==> src/sv/u8bmp_pkg.sv <==
// Shared types, codes and reset values for the UTF-8 to BMP code decoder.
package u8bmp_pkg;

    // Result kinds carried on m_tuser.
    localparam logic [1:0] KIND_DECODED  = 2'd0;
    localparam logic [1:0] KIND_BAD      = 2'd1;
    localparam logic [1:0] KIND_OVERLONG = 2'd2;
    localparam logic [1:0] KIND_EXTENDED = 2'd3;

    // Configuration register indexes.
    localparam logic [1:0] CFG_BAD_MARKER      = 2'd0;
    localparam logic [1:0] CFG_UNKNOWN_MARKER  = 2'd1;
    localparam logic [1:0] CFG_EXTENDED_MARKER = 2'd2;

    localparam logic [15:0] BAD_MARKER_RESET      = 16'd63;
    localparam logic [15:0] UNKNOWN_MARKER_RESET  = 16'd65533;
    localparam logic [15:0] EXTENDED_MARKER_RESET = 16'd65533;

    // Length of the open sequence; zero means no sequence is open.
    localparam logic [2:0] LEN_NONE  = 3'd0;
    localparam logic [2:0] LEN_TWO   = 3'd2;
    localparam logic [2:0] LEN_THREE = 3'd3;
    localparam logic [2:0] LEN_FOUR  = 3'd4;

    localparam int MAX_RESULTS = 3;

    typedef struct packed {
        logic [7:0] lead;
        logic [5:0] payload;
        logic [2:0] length;
        logic [1:0] count;
    } seq_state_t;

    typedef struct packed {
        logic [1:0]                  num;
        logic [MAX_RESULTS-1:0][15:0] code;
        logic [MAX_RESULTS-1:0][1:0]  kind;
    } result_set_t;

    typedef struct packed {
        logic [15:0] bad;
        logic [15:0] unknown;
        logic [15:0] extended;
    } markers_t;

    // Number of bad markers an open sequence gives when it is flushed.
    // A four-byte lead has already reported itself.
    function automatic logic [1:0] flush_count(input seq_state_t st);
        logic [1:0] n;
        n = 2'd0;
        if (st.length != LEN_NONE) begin
            n = st.count + ((st.length != LEN_FOUR) ? 2'd1 : 2'd0);
        end
        return n;
    endfunction

endpackage

==> src/sv/utf8_to_bmp_code_decoder.sv <==
// Top level of the UTF-8 to BMP code decoder: stream ports, state and result buffer.
// Latency: a result beat is valid the cycle after its input byte is accepted.
// Throughput: one byte per cycle while each byte gives at most one result and the
// receiver takes every beat; otherwise the next byte waits for the last beat to go.
// Reset (aresetn low, synchronous): no sequence open, result buffer empty, and the
// marker registers return to 63, 65533 and 65533.
module utf8_to_bmp_code_decoder (
    input  logic        aclk,
    input  logic        aresetn,
    input  logic        s_tvalid,
    output logic        s_tready,
    input  logic [7:0]  s_tdata,   // [7:0] byte_value
    input  logic        s_tlast,
    output logic        m_tvalid,
    input  logic        m_tready,
    output logic [15:0] m_tdata,   // [15:0] code_point
    output logic [1:0]  m_tuser,   // [1:0] code_kind
    output logic        m_tlast,
    input  logic        cfg_valid,
    output logic        cfg_ready,
    input  logic [1:0]  cfg_index,
    input  logic [15:0] cfg_data
);

    u8bmp_pkg::seq_state_t  state_reg;
    u8bmp_pkg::seq_state_t  state_next;
    u8bmp_pkg::markers_t    markers_reg;
    u8bmp_pkg::result_set_t dec_results;

    logic [u8bmp_pkg::MAX_RESULTS-1:0][15:0] code_reg;
    logic [u8bmp_pkg::MAX_RESULTS-1:0][1:0]  kind_reg;
    logic [1:0]                              cnt_reg;

    logic load;
    logic pop;

    u8bmp_decode u_decode (
        .byte_value   (s_tdata),
        .end_of_input (s_tlast),
        .cur_state    (state_reg),
        .markers      (markers_reg),
        .next_state   (state_next),
        .results      (dec_results)
    );

    // A new byte is taken only when the buffer is empty after this edge.
    assign s_tready  = (cnt_reg == 2'd0) || (cnt_reg == 2'd1 && m_tready);
    assign load      = s_tvalid && s_tready;
    assign m_tvalid  = (cnt_reg != 2'd0);
    assign pop       = m_tvalid && m_tready;
    assign m_tdata   = code_reg[0];
    assign m_tuser   = kind_reg[0];
    assign m_tlast   = (cnt_reg == 2'd1);
    assign cfg_ready = 1'b1;

    always_ff @(posedge aclk) begin
        if (!aresetn) begin
            state_reg            <= '0;
            cnt_reg              <= 2'd0;
            markers_reg.bad      <= u8bmp_pkg::BAD_MARKER_RESET;
            markers_reg.unknown  <= u8bmp_pkg::UNKNOWN_MARKER_RESET;
            markers_reg.extended <= u8bmp_pkg::EXTENDED_MARKER_RESET;
        end else begin
            if (load) begin
                state_reg <= state_next;
                cnt_reg   <= dec_results.num;
            end else if (pop) begin
                cnt_reg <= cnt_reg - 2'd1;
            end
            if (cfg_valid && cfg_ready) begin
                case (cfg_index)
                    u8bmp_pkg::CFG_BAD_MARKER:      markers_reg.bad      <= cfg_data;
                    u8bmp_pkg::CFG_UNKNOWN_MARKER:  markers_reg.unknown  <= cfg_data;
                    u8bmp_pkg::CFG_EXTENDED_MARKER: markers_reg.extended <= cfg_data;
                    default: ;
                endcase
            end
        end
    end

    // Result entries carry no reset; the count says which are live.
    always_ff @(posedge aclk) begin
        if (load) begin
            code_reg <= dec_results.code;
            kind_reg <= dec_results.kind;
        end else if (pop) begin
            for (int i = 0; i < u8bmp_pkg::MAX_RESULTS - 1; i++) begin
                code_reg[i] <= code_reg[i+1];
                kind_reg[i] <= kind_reg[i+1];
            end
        end
    end

    a_load_when_drained: assert property (@(posedge aclk) disable iff (!aresetn)
        load |-> (cnt_reg == 2'd0 || (cnt_reg == 2'd1 && pop)))
        else $error("byte accepted while earlier results still wait");

    a_pop_counts_down: assert property (@(posedge aclk) disable iff (!aresetn)
        (pop && !load && cnt_reg == 2'd2) |=> (cnt_reg == 2'd1))
        else $error("result buffer count did not step down on a beat");

    a_closed_has_no_count: assert property (@(posedge aclk) disable iff (!aresetn)
        (state_reg.length == u8bmp_pkg::LEN_NONE) |-> (state_reg.count == 2'd0))
        else $error("continuations counted with no sequence open");

    a_three_byte_count: assert property (@(posedge aclk) disable iff (!aresetn)
        (state_reg.length == u8bmp_pkg::LEN_THREE || state_reg.length == u8bmp_pkg::LEN_TWO)
        |-> (state_reg.count <= 2'd1))
        else $error("too many continuations buffered for an open sequence");

endmodule

==> src/sv/u8bmp_decode.sv <==
// Combinational decode of one byte against the open sequence into up to three results.
module u8bmp_decode (
    input  logic [7:0]               byte_value,
    input  logic                     end_of_input,
    input  u8bmp_pkg::seq_state_t    cur_state,
    input  u8bmp_pkg::markers_t      markers,
    output u8bmp_pkg::seq_state_t    next_state,
    output u8bmp_pkg::result_set_t   results
);

    localparam u8bmp_pkg::seq_state_t CLOSED = '{
        lead: 8'd0, payload: 6'd0, length: u8bmp_pkg::LEN_NONE, count: 2'd0};

    logic                  is_cont;
    logic [5:0]            low;
    logic [15:0]           cp2;
    logic [15:0]           cp3;
    logic [1:0]            n_pre;
    logic                  has_prim;
    logic [15:0]           prim_code;
    logic [1:0]            prim_kind;
    logic [1:0]            n_post;
    logic [2:0]            total;
    u8bmp_pkg::seq_state_t mid_state;

    assign is_cont = (byte_value[7:6] == 2'b10);
    assign low     = byte_value[5:0];
    assign cp2     = {5'd0, cur_state.lead[4:0], low};
    assign cp3     = {cur_state.lead[3:0], cur_state.payload, low};

    always_comb begin
        n_pre     = 2'd0;
        has_prim  = 1'b0;
        prim_code = markers.bad;
        prim_kind = u8bmp_pkg::KIND_BAD;
        mid_state = cur_state;

        if (byte_value == 8'd0) begin
            n_pre     = u8bmp_pkg::flush_count(cur_state);
            mid_state = CLOSED;
        end else if (cur_state.length != u8bmp_pkg::LEN_NONE && is_cont) begin
            case (cur_state.length)
                u8bmp_pkg::LEN_TWO: begin
                    has_prim  = 1'b1;
                    mid_state = CLOSED;
                    if (cp2 < 16'h0080) begin
                        prim_code = markers.unknown;
                        prim_kind = u8bmp_pkg::KIND_OVERLONG;
                    end else begin
                        prim_code = cp2;
                        prim_kind = u8bmp_pkg::KIND_DECODED;
                    end
                end
                u8bmp_pkg::LEN_THREE: begin
                    if (cur_state.count == 2'd0) begin
                        mid_state.payload = low;
                        mid_state.count   = 2'd1;
                    end else begin
                        has_prim  = 1'b1;
                        mid_state = CLOSED;
                        if (cp3 < 16'h0800) begin
                            prim_code = markers.unknown;
                            prim_kind = u8bmp_pkg::KIND_OVERLONG;
                        end else if (cp3 >= 16'hD800 && cp3 <= 16'hDFFF) begin
                            prim_code = markers.extended;
                            prim_kind = u8bmp_pkg::KIND_EXTENDED;
                        end else begin
                            prim_code = cp3;
                            prim_kind = u8bmp_pkg::KIND_DECODED;
                        end
                    end
                end
                default: begin
                    // Four-byte sequence: continuations are counted and dropped.
                    if (cur_state.count < 2'd2) begin
                        mid_state.count = cur_state.count + 2'd1;
                    end else begin
                        mid_state = CLOSED;
                    end
                end
            endcase
        end else begin
            // Any open sequence is broken by this byte, which then starts anew.
            n_pre     = u8bmp_pkg::flush_count(cur_state);
            mid_state = CLOSED;
            if (byte_value[7] == 1'b0) begin
                has_prim  = 1'b1;
                prim_code = {8'd0, byte_value};
                prim_kind = u8bmp_pkg::KIND_DECODED;
            end else if (byte_value[7:5] == 3'b110) begin
                mid_state.lead   = byte_value;
                mid_state.length = u8bmp_pkg::LEN_TWO;
            end else if (byte_value[7:4] == 4'b1110) begin
                mid_state.lead   = byte_value;
                mid_state.length = u8bmp_pkg::LEN_THREE;
            end else if (byte_value[7:3] == 5'b11110) begin
                has_prim         = 1'b1;
                prim_code        = markers.extended;
                prim_kind        = u8bmp_pkg::KIND_EXTENDED;
                mid_state.lead   = byte_value;
                mid_state.length = u8bmp_pkg::LEN_FOUR;
            end else begin
                has_prim = 1'b1;
            end
        end
    end

    // The end flag flushes whatever this byte left open; a zero byte has closed it already.
    always_comb begin
        n_post     = 2'd0;
        next_state = mid_state;
        if (end_of_input && byte_value != 8'd0) begin
            n_post     = u8bmp_pkg::flush_count(mid_state);
            next_state = CLOSED;
        end
    end

    assign total = {1'b0, n_pre} + {2'd0, has_prim} + {1'b0, n_post};

    always_comb begin
        results.num = (total > 3'd3) ? 2'd3 : total[1:0];
        for (int i = 0; i < u8bmp_pkg::MAX_RESULTS; i++) begin
            if (has_prim && i == int'(n_pre)) begin
                results.code[i] = prim_code;
                results.kind[i] = prim_kind;
            end else begin
                results.code[i] = markers.bad;
                results.kind[i] = u8bmp_pkg::KIND_BAD;
            end
        end
    end

endmodule

==> config.mk <==
export PLATFORM = sky130hd
export DESIGN_NAME = utf8_to_bmp_code_decoder
export DESIGN_NICKNAME = d
export VERILOG_FILES = /design/src/sv/u8bmp_pkg.sv /design/src/sv/utf8_to_bmp_code_decoder.sv /design/src/sv/u8bmp_decode.sv
export SDC_FILE = /design/constraint.sdc
export NUM_CORES = 1
export LEC_CHECK = 0
export BUFFER_PORTS_ARGS = -buffer_cell sky130_fd_sc_hd__buf_4
export CAP_MARGIN = 20
export CORE_MARGIN = 5
export CORE_UTILIZATION = 35
export DETAILED_ROUTE_END_ITERATION = 12
export GPL_ROUTABILITY_DRIVEN = 0
export HOLD_SLACK_MARGIN = 0.06
export PLACE_DENSITY = 0.51
export SLEW_MARGIN = 20
export SYNTH_ARGS = -nofsm -noshare
export SYNTH_HDL_FRONTEND = slang
export SYNTH_SLANG_ARGS = --single-unit
==> constraint.sdc <==
create_clock -name aclk -period 2.5 [get_ports aclk]
set_input_delay 0 -clock aclk [delete_from_list [all_inputs] [get_ports aclk]]
set_output_delay 0 -clock aclk [all_outputs]
set_load 0.01 [all_outputs]
==> impl_metrics.py <==
metrics = {
    "floorplanning": {
        "floorplan.initialDensity": 0.353,
        "fp.coreArea_mm2": 0.0202,
        "die_area_mm2": 0.0233,
        "die_w_um": 153,
        "row_count": 52,
        "die_h_um": 153,
        "ios": 54,
    },
    "timing": {
        "period_needed_ps": 2630,
        "min_period_over_period": 1.05,
        "max_freq_ghz": 0.380,
        "maxSlewHeadroom": 0.450,
        "tightest_slew_ps": 804,
        "finalSetupTns_ps": -197,
        "finalSetupViolations": 3,
        "slew_violations": 0,
        "rsz0062_at_grt": "yes",
        "fin_skew_ps": 5.23,
        "fin_ws_ps": -132,
        "hold_viol": 0,
    },
    "worst_setup_path": {
        "cpPeakStageDelay_ps": 490,
        "crit_path_end_kind": "flip-flop",
        "path_class": "reg2reg",
        "slowest_stage": "fa_1",
        "crit_top_cell": "nand2_1",
        "worst_ep_arrival_time_ps": 2920,
        "path_cells": "or3b_4, nor2_4, a21o_1, nand2_1, ha_1, nand2_1, fa_2, fa_1, nand3_1, nand2_1, a211oi_2",
        "path_max_fanout": 3,
        "start_kind": "flip-flop",
        "required_ps": 2790,
    },
    "yosys": {
        "synthTopCellsByArea": "edfxtp_1 23%, dfxtp_1 19%, nand2_1 7.1%",
        "synth-compound-area-share": 0.246,
        "synth.avg_cell_area_um2": 8.86,
        "synth_cell_type_count": 87,
        "synth_top_area_share": 0.228,
        "synth.largest_area_cell": "edfxtp_1",
        "synth_warnings": 0,
        "synth_top_family_by_area": "compound AO/OA/AOI/OAI gates",
        "synth_adder_area_share": 0.0126,
        "yosys.area_share.simple": 0.223,
        "netlist_area_mm2": 0.00713,
        "async_reset_ff_frac": 0,
        "ys_seq_elements": 120,
        "synth_edf_count": 54,
        "ys.flop_type": "dfxtp_1",
        "syn_nets": 842,
        "syn_inst": 804,
        "seq_area_frac_synth": 0.413,
        "synth_xor_area_frac": 0.00246,
        "muxShareOfSynthArea": 0.0239,
    },
    "global_route": {
        "grt.overflow.total": 0,
        "grt.total_usage": 0.202,
        "grt_first_pass_wirelength_um": 37200,
        "antenna_found_initial": 0,
        "grt_max_degree": 40,
        "grt_pass1_vias": 6468,
    },
    "route": {
        "dr_wl_met3_um": 1830,
        "wl_per_cell_um": 20.3,
        "top_layer_used": "met4",
        "wl_met2_um": 10400,
        "drtPass1Iterations": 5,
        "wl_met1_um": 10900,
        "num_vias": 6772,
        "drtIter0Drc": 688,
        "drc": 0,
        "drt_wl_total_um": 23700,
        "vias_per_cell": 5.79,
        "drtAntennaViolNets": 0,
    },
    "finish": {
        "diodes": 0,
        "largest_reg_flops": 48,
        "syn_to_final_growth_pct": 23.5,
        "fill_cells": 1998,
        "drive_above_1_share": 0.242,
        "nNetsFinal": 925,
        "final_cells": 1170,
    },
    "clock_tree": {
        "cts_buffers": 17,
        "clock-sinks": 120,
        "clk_pin_slew_ps": 60,
        "cts_tree": "built",
        "cts_root_buf": "clkbuf_16",
        "cts_buffer_depth": 2,
        "htreeDepth": 4,
        "insertion_delay_ps": 420,
    },
    "outcome": {
        "violations": "setup timing",
        "status": "finished, violations left",
    },
    "flow_run": {
        "maxCapViolCount": 0,
    },
    "placement": {
        "io_buffers": 52,
        "dp.cells": 1115,
        "dp_hpwl_um": 17500,
    },
    "pwr": {
        "leakage_nw": 3.33,
        "pwr_density_cell_mw_per_mm2": 678,
        "irDropWorstVdd_uv": 496,
    },
    "worst_hold_path": {
        "min_path_type": "in2reg",
    },
}
routing by layer:
layer / vias up / track usage
met5: - / 0
met4: 0 / 0.0806
met3: 53 / 0.0412
met2: 348 / 0.299
met1: 3224 / 0.287
li1: 3147 / -
layout by cell type (no fill, tap or decap), types with 10 or more instances in the layout:
cell type	count
a211oi_1	10
a21oi_1	53
a221o_1	13
a22oi_1	19
a31oi_1	10
buf_4	122
clkbuf_16	18
dfxtp_1	61
dlygate4sd3_1	22
edfxtp_1	54
inv_1	18
nand2_1	133
nand3_1	62
nor2_1	41
o211ai_1	11
o21ai_0	32
o22ai_1	17
worst max-delay path, delay by kind of cell, from the launching register on:
family          cells  cell delay (ps)
flops               1              310
compound gates      2              210
fa+ha+maj           3             1120
simple gates        6              860
Yosys cell counts, types with 7 or more instances:
cell / instances
a31oi_1: 10
buf_2: 16
a22oi_1: 19
o22ai_1: 17
buf_4: 30
o21ai_0: 32
a21oi_1: 55
mux2i_1: 8
clkbuf_1: 28
edfxtp_1: 54
a221o_1: 13
a211oi_1: 11
o31ai_1: 7
nand2b_1: 7
nand2_1: 134
nor2_1: 44
and2_1: 7
o211ai_1: 11
dfxtp_1: 66
inv_1: 18
nand3_1: 62
nor3_1: 8
report_power, final:
| part | leakage, nW | total (mW) | internal [mW] | switching (mW) |
|---|---|---|---|---|
| clock | 0.272 | 2.36 | 1.47 | 0.891 |
| combinational | 2.02 | 1.17 | 0.481 | 0.685 |
| sequential | 1.05 | 2.44 | 2.34 | 0.101 |
cell type report:
class	instances	area (µm²)	area share
inverters	19	71.3	0.00810
flip-flops and latches	120	2950	0.335
repair buffers	146	1170	0.133
clock buffers	25	497	0.0564
multi-input cells	583	3710	0.422
well taps	270	338	0.0384
clock inverters	7	68.8	0.00782
logic make-up (layout without fill, tap and decap cells):
kind of cell,count (synthesis),after routing
DFF,120,120
buffers and inverters,101,197
muxes,16,16
adders and majority gates,6,6
and+or+nand+nor,319,319
xor gates and xnor gates,2,2
AOI/OAI and AO/OA,239,239
other,1,1
worst paths after layout:
| path | slack (ps) | cells past startpoint | startpoint | end |
|---|---|---|---|---|
| min | 80 | 4 | s_tdata[4] | state_reg[9]$_SDFFE_PN0P_ |
| max | -130 | 11 | state_reg[1]$_SDFFE_PN0P_ | cnt_reg[1]$_SDFFE_PN0P_ |
| max reg2reg | -130 | 11 | state_reg[1]$_SDFFE_PN0P_ | cnt_reg[1]$_SDFFE_PN0P_ |
| min reg2reg | 460 | 2 | state_reg[7]$_SDFFE_PN0P_ | state_reg[7]$_SDFFE_PN0P_ |
metrics by stage:
stage                     instance area [µm²]  hold WS (ps)  power [mW]  setup WS, ps   util
after floorplan                          7180           124        3.20         -85.1      -
after global routing                     8800          96.9        6.22          -218  0.436
after CTS                                8780          64.4        6.00          -108  0.435
final                                    8800          83.5        5.97          -132  0.436
after detailed placement                 7960           233        3.60          -148  0.395
after global placement                   7960           227        3.58         -76.3  0.395
timing repair:
item	CTS	global route
pin swaps	1	4
endpoints found under the hold margin	55	0
setup buffers	1	0
hold buffers	22	0
resized for setup	10	6
endpoints found under the setup margin	10	31
(Power assumes the default switching activity.)
